==> src/sv/segi_pkg.sv <==
// ----------------------------------------------------------------------------
// Segment intersection package
// Shared defaults and the control bundle that travels down the pipeline.
// ----------------------------------------------------------------------------
package segi_pkg;

  localparam int COORD_BITS_DEF = 13;
  localparam int FRAC_BITS_DEF  = 8;
  localparam int N_IN_FIELDS    = 8;

  typedef struct packed {
    logic valid;
    logic hit;
    logic negx;
    logic negy;
  } segi_ctl_t;

endpackage

==> src/sv/segi_cell.sv <==
// ----------------------------------------------------------------------------
// Segment intersection divider cell
// One restoring division step for the x and y lanes; passes the item on.
// ----------------------------------------------------------------------------
module segi_cell #(
  parameter int COORD_BITS = segi_pkg::COORD_BITS_DEF,
  parameter int FRAC_BITS  = segi_pkg::FRAC_BITS_DEF,
  localparam int C  = COORD_BITS,
  localparam int UW = 2 * C + 1,
  localparam int QB = C + FRAC_BITS
) (
  input  logic                  clk_i,
  input  logic                  rst_ni,
  input  logic                  en_i,
  input  segi_pkg::segi_ctl_t   ctl_i,
  input  logic signed [C-1:0]   p1x_i,
  input  logic signed [C-1:0]   p1y_i,
  input  logic [UW-1:0]         den_i,
  input  logic [UW-1:0]         rx_i,
  input  logic [QB-1:0]         shx_i,
  input  logic [UW-1:0]         ry_i,
  input  logic [QB-1:0]         shy_i,
  output segi_pkg::segi_ctl_t   ctl_o,
  output logic signed [C-1:0]   p1x_o,
  output logic signed [C-1:0]   p1y_o,
  output logic [UW-1:0]         den_o,
  output logic [UW-1:0]         rx_o,
  output logic [QB-1:0]         shx_o,
  output logic [UW-1:0]         ry_o,
  output logic [QB-1:0]         shy_o
);

  segi_pkg::segi_ctl_t ctl_q;
  logic signed [C-1:0] p1x_q, p1y_q;
  logic [UW-1:0]       den_q, rx_q, ry_q;
  logic [QB-1:0]       shx_q, shy_q;

  logic [UW:0] tx, ty, dfx, dfy;
  logic        gex, gey;

  always_comb begin
    tx  = {rx_i, shx_i[QB-1]};
    ty  = {ry_i, shy_i[QB-1]};
    dfx = tx - {1'b0, den_i};
    dfy = ty - {1'b0, den_i};
    gex = tx >= {1'b0, den_i};
    gey = ty >= {1'b0, den_i};
  end

  always_ff @(posedge clk_i or negedge rst_ni) begin
    if (!rst_ni) begin
      ctl_q <= '0;
    end else if (en_i) begin
      ctl_q <= ctl_i;
    end
  end

  // The remainder stays below the denominator, so the top bit drops out.
  always_ff @(posedge clk_i) begin
    if (en_i) begin
      p1x_q <= p1x_i;
      p1y_q <= p1y_i;
      den_q <= den_i;
      rx_q  <= gex ? dfx[UW-1:0] : tx[UW-1:0];
      ry_q  <= gey ? dfy[UW-1:0] : ty[UW-1:0];
      shx_q <= {shx_i[QB-2:0], gex};
      shy_q <= {shy_i[QB-2:0], gey};
    end
  end

  assign ctl_o = ctl_q;
  assign p1x_o = p1x_q;
  assign p1y_o = p1y_q;
  assign den_o = den_q;
  assign rx_o  = rx_q;
  assign ry_o  = ry_q;
  assign shx_o = shx_q;
  assign shy_o = shy_q;

endmodule

==> config.mk <==
export PLATFORM = sky130hd
export DESIGN_NAME = segi_cell
export DESIGN_NICKNAME = d
export VERILOG_FILES = /design/src/sv/segi_pkg.sv /design/src/sv/segi_cell.sv
export SDC_FILE = /design/constraint.sdc
export NUM_CORES = 1
export LEC_CHECK = 0
export ABC_AREA = 1
export BUFFER_PORTS_ARGS = -buffer_cell sky130_fd_sc_hd__buf_4
export CORE_AREA = 8 8 112 191
export CTS_BUF_LIST = sky130_fd_sc_hd__clkbuf_8
export CTS_CLUSTER_SIZE = 20
export DETAILED_ROUTE_END_ITERATION = 10
export DIE_AREA = 0 0 120 199
export PLACE_DENSITY_LB_ADDON = 0.08
export SYNTH_ARGS = -nofsm -noshare
export SYNTH_HDL_FRONTEND = slang
export SYNTH_SLANG_ARGS = --single-unit
export TNS_END_PERCENT = 5
==> constraint.sdc <==
create_clock -name clk_i -period 1.1 [get_ports clk_i]
set_clock_uncertainty 0.15 [all_clocks]
set_input_delay 0.165 -clock clk_i [delete_from_list [all_inputs] [get_ports clk_i]]
set_output_delay 0.165 -clock clk_i [all_outputs]
set_load 0.03 [all_outputs]
==> run_results.csv, run 1 <==
group,metric,value,unit
status,status,"stopped before the end",
status,failed_stage,"5_1_grt",
status,stop_error,"[ERROR GRT-0232] Routing congestion too high. Check the congestion heatmap in the GUI.",
synthesis,yosysTopAreaCell,"edfxtp_1",
placement,placedCellCount,1937,
synthesis,mappedNetlistArea,9720,sq um
synthesis,synth_flop_cell,"edfxtp_1",
synthesis,yosys.area.top_type_share,46.0,%
die,io_pins,309,
timing,worstEndpointGrtRepair,"rx_o[23]$_DFFE_PP_/D",
placement,pre_cts_slack,-1.21,ns
grt,grt_overflow_total,25,
placement,portBuffers,308,
synthesis,async_reset_ff_share,2.61,%
grt,antenna_found_initial,6,
clock_tree,cts_htree_levels,4,
die,die_x,120,microns
synthesis,synth.avg_cell_area,8.06,sq um
die,start_util,51.5,%
synthesis,post-synth-top-count-cell,"nand2_1",
synthesis,synth_seq_cells,153,
synthesis,syn_inst,1207,
die,die_h,199,microns
die,rows,67,
synthesis,ys_seq_area_share,47.0,%
clock_tree,cts-root-buf,"clkbuf_8",
synthesis,synth_edf_count,149,
placement,dp_hpwl,29200,microns
grt,grt_max_degree,42,
synthesis,synth_nets,1419,
synthesis,ys_types,36,
clock_tree,cts_max_path_buffers,2,
grt,grt_use_total,71.6,%
placement,finalWeightedCongestion,0.950,
timing,worst_endpoint_kind,"register input",
clock_tree,clock-sinks,153,
synthesis,synth_warnings,0,
synthesis,synthTopCellsByArea,"edfxtp_1 (46%), nand2_1 (17%), inv_1 (9.5%), ha_1 (6.9%), nand3_1 (3.4%)",
synthesis,yosys-top-cells-count,"nand2_1 (434), inv_1 (245), edfxtp_1 (149)",
clock_tree,cts_buffers,17,
metrics by stage:
stage / cell area, sq um / setup TNS [ns]
after floorplan: 10100 / -43.23
after global placement: 14100 / -61.93
after detailed placement: 14100 / -63.29
after CTS: 17000 / -69.26
layer usage:
layer / global-route usage, % / overflow
met1: 66.5 / 0
met2: 91.3 / 13
met3: 57.7 / 1
met4: 74.7 / 11
met5: 19.1 / 0
cells by family after synthesis:
kind of cell / count (synthesis) / share of synthesized area (%)
AND/OR/NAND/NOR: 642 / 28.4
AO/OA/AOI/OAI: 55 / 3.19
adder cells (fa/ha/maj): 56 / 7.36
flip-flops: 153 / 47.0
buffers and inverters: 269 / 11.1
multiplexers: 4 / 0.463
XOR/XNOR: 28 / 2.52
timing repair:
item	CTS
cloned	1
gates resized for setup	236
setup buffers	8
setup endpoints to repair	209
pin swaps	11
hold buffers	150
endpoints found under the hold margin	152
==> run 2, diff against run 1 <==
--- a/config.mk
+++ b/config.mk
@@ -7,12 +7,10 @@
 export LEC_CHECK = 0
 export ABC_AREA = 1
 export BUFFER_PORTS_ARGS = -buffer_cell sky130_fd_sc_hd__buf_4
-export CORE_AREA = 8 8 112 191
-export CTS_BUF_LIST = sky130_fd_sc_hd__clkbuf_8
-export CTS_CLUSTER_SIZE = 20
+export CORE_AREA = 8 8 165 167
 export DETAILED_ROUTE_END_ITERATION = 10
-export DIE_AREA = 0 0 120 199
-export PLACE_DENSITY_LB_ADDON = 0.08
+export DIE_AREA = 0 0 173 175
+export PLACE_DENSITY_LB_ADDON = 0.15
 export SYNTH_ARGS = -nofsm -noshare
 export SYNTH_HDL_FRONTEND = slang
 export SYNTH_SLANG_ARGS = --single-unit
==> run 2 against run 1 <==
Effect of this change: the flow now finishes, with violations (setup timing); area after synthesis unchanged; synthesized cell count is the same.
==> run_results.csv, run 2 <==
group,metric,value,unit
status,status,"finished, violations left",
status,violations,"setup timing",
setup_path,path_cells,"buf_4 > clkinvlp_4 > ha_4 > nand2_1 > nor2_2 > nand2_1 > inv_2 > nand3_2 > nand3_4 > buf_12 > o21ai_1",
pwr,cellPowerDensity,1240,nW/um^2
pwr,seqPwrFrac,35.0,%
setup_path,cp_slowest_cell,"ha_4",
synthesis,yosys.area.top_type_share,46.0,%
clock_tree,clk_pin_slew_worst_paths,0.08,ns
die,io_pins,309,
synthesis,synthTopCellsByArea,"edfxtp_1 (46%), nand2_1 (17%), inv_1 (9.5%), ha_1 (6.9%), nand3_1 (3.4%)",
clock_tree,cts_max_path_buffers,2,
setup_path,critical_path.max_stage_delay,0.34,ns
routing,drtIter0Drc,637,
grt,antenna_found_initial,0,
hold_path,min_path_type,"in2reg",
die,die_area,30300,sq um
synthesis,synth_edf_count,149,
synthesis,synth_warnings,0,
timing,rsz0062_at_grt,"yes",
setup_path,crit_type,"in2reg",
die,die_x,173,microns
setup_path,cp.required,1.13,ns
routing,drc_errors,0,
cells_and_area,nets,2052,
setup_path,worstPathArrival,1.82,ns
flow_run,drv_cap,0,
grt,grt_pass1_vias,10500,
placement,finalWeightedCongestion,0.899,
timing,hold_slack,0.0158,ns
routing,vias,10300,
grt,grt_max_degree,46,
synthesis,synth_seq_cells,153,
clock_tree,cts-root-buf,"clkbuf_16",
setup_path,worstPathMaxFanout,25,
pwr,combinationalPowerShare,36.7,%
synthesis,yosys-top-cells-count,"nand2_1 (434), inv_1 (245), edfxtp_1 (149)",
synthesis,synth_flop_cell,"edfxtp_1",
timing,slew_headroom,80.8,%
clock_tree,cts_buffers,17,
timing,fin_crit,1.78,ns
cells_and_area,drive_gt1_share,37.6,%
routing,ant_nets,0,
cells_and_area,syn_to_final_growth,77.1,%
setup_path,critical_path.most_common_cell,"nand2_1",
routing,detail_route.wl_per_cell,17.4,microns
grt,grt_use_total,24.3,%
synthesis,synth.avg_cell_area,8.06,sq um
die,core,24700,sq um
synthesis,syn_inst,1207,
timing,hold_viol,0,
setup_path,worstSetupEndpointType,"flop",
pwr,p_sw_share,35.0,%
timing,setup_viol_count_final,209,
pwr,switchingPower,7460,uW
timing,setup_ws,-0.684,ns
cells_and_area,final_common_cell,"nand2_1",
clock_tree,clk_latency,0.43,ns
synthesis,ys_seq_area_share,47.0,%
placement,portBuffers,308,
synthesis,mappedNetlistArea,9720,sq um
grt,grt_overflow_total,0,
die,start_util,39.4,%
pwr,peakVddDrop,0.888,mV
routing,avgViaCountPerCell,4.72,
synthesis,ys_types,36,
clock_tree,cts_htree_levels,4,
cells_and_area,layout.cells.non_filler,2183,
synthesis,async_reset_ff_share,2.61,%
pwr,power,21300,uW
routing,drt_first_pass_iters,5,
pwr,leakage,0.00854,uW
timing,fmax,560,MHz
synthesis,synth_nets,1419,
cells_and_area,diodes,0,
cells_and_area,final_cell_mix,"nand2_1 (402), buf_4 (317), inv_1 (218)",
pwr,p_int,13900,uW
clock_tree,clock-sinks,153,
grt,grt_first_pass_wirelength,57700,microns
timing,drv_slew,0,
synthesis,post-synth-top-count-cell,"nand2_1",
die,die_h,175,microns
routing,routed_wl,38100,microns
setup_path,start_kind,"input port",
synthesis,yosysTopAreaCell,"edfxtp_1",
pwr,power_frac_clock,28.4,%
timing,tightest_slew,0.287,ns
placement,dp_hpwl,28600,microns
die,rows,58,
timing,timing.final.crit_share,162,%
placement,placedCellCount,2000,
clock_tree,cts_tree,"built",
-- run 2: cell counts after synthesis --
Identical to the previous run, type by type.
-- run 2: final timing paths --
path	start	to	slack, ns	cells after the start
setup / recovery	den_i[20]	rx_o[9]$_DFFE_PP_	-0.68	11
hold / removal	en_i	rx_o[24]$_DFFE_PP_	0.02	2
setup reg to reg	ctl_o[0]$_DFFE_PN0P_	ctl_o[0]$_DFFE_PN0P_	0.17	1
hold reg to reg	ctl_o[3]$_DFFE_PN0P_	ctl_o[3]$_DFFE_PN0P_	0.38	1
max in group asynchronous	rst_ni	ctl_o[2]$_DFFE_PN0P_	0.12	3
min in group asynchronous	rst_ni	ctl_o[3]$_DFFE_PN0P_	0.50	3
-- run 2: timing repair --
action | CTS | global route
setup endpoints to repair | 209 | 209
setup buffers | 0 | 9
cloned | 0 | 3
pin swaps | 2 | 18
resized for setup | 189 | 88
hold buffers | 139 | 0
hold endpoints to repair | 141 | 0
-- run 2: cell type report --
class / count / area [sq um]
clock buffers: 17 / 425
clock inverters: 15 / 170
fillers: 1893 / 7460
inverters: 255 / 1010
multi-input cells: 785 / 4810
flip-flops and latches: 153 / 4570
well taps: 330 / 413
repair buffers: 628 / 5810
-- run 2: stage by stage --
step                TNS, ns  utilization [%]  setup WS (ns)  cell area [sq um]
global placement     -60.51             56.8          -1.13              14000
global route         -72.32             69.8         -0.738              17200
finish               -62.84             69.8         -0.684              17200
floorplan            -43.23                -         -0.793              10100
detailed placement   -62.10             56.8          -1.18              14000
CTS                  -62.69             67.7         -0.601              16700
-- run 2: logic make-up (layout without fill, tap and decap cells) --
logic type / count (synthesis) / count (layout) / synth area share (%)
AND/OR/NAND/NOR: 642 / 642 / 28.4
buffers and inverters: 269 / 915 / 11.1
flip-flops: 153 / 153 / 47.0
adder cells (fa/ha/maj): 56 / 56 / 7.36
AO/OA/AOI/OAI: 55 / 55 / 3.19
XOR/XNOR: 28 / 28 / 2.52
multiplexers: 4 / 4 / 0.463
-- run 2: critical path: cells and delay by family --
kind	cells	cell delay (ns)
AO/OA/AOI/OAI	1	0.10
buffers and inverters	4	0.58
AND/OR/NAND/NOR	5	0.60
adder cells (fa/ha/maj)	1	0.34
-- run 2: routing by layer --
| metal | wire length, microns | global-route usage (%) | vias to the layer above |
|---|---|---|---|
| met5 | 0 | 0 | - |
| met2 | 19500 | 44.0 | 350 |
| met3 | 2110 | 4.62 | 55 |
| li1 | - | - | 5101 |
| met4 | 929 | 7.40 | 0 |
| met1 | 15500 | 28.5 | 4795 |
-- run 2: power by group through the flow --
stage	Clock [uW]	Sequential (uW)	Combinational [uW]
final	6050	7470	7820
after global placement	0	7460	6550
after global routing	6340	7530	8400
after detailed placement	0	7470	6600
after floorplan	0	8710	2310
after CTS	6160	7460	7460
Note: power is estimated with default switching activity, not from simulation.
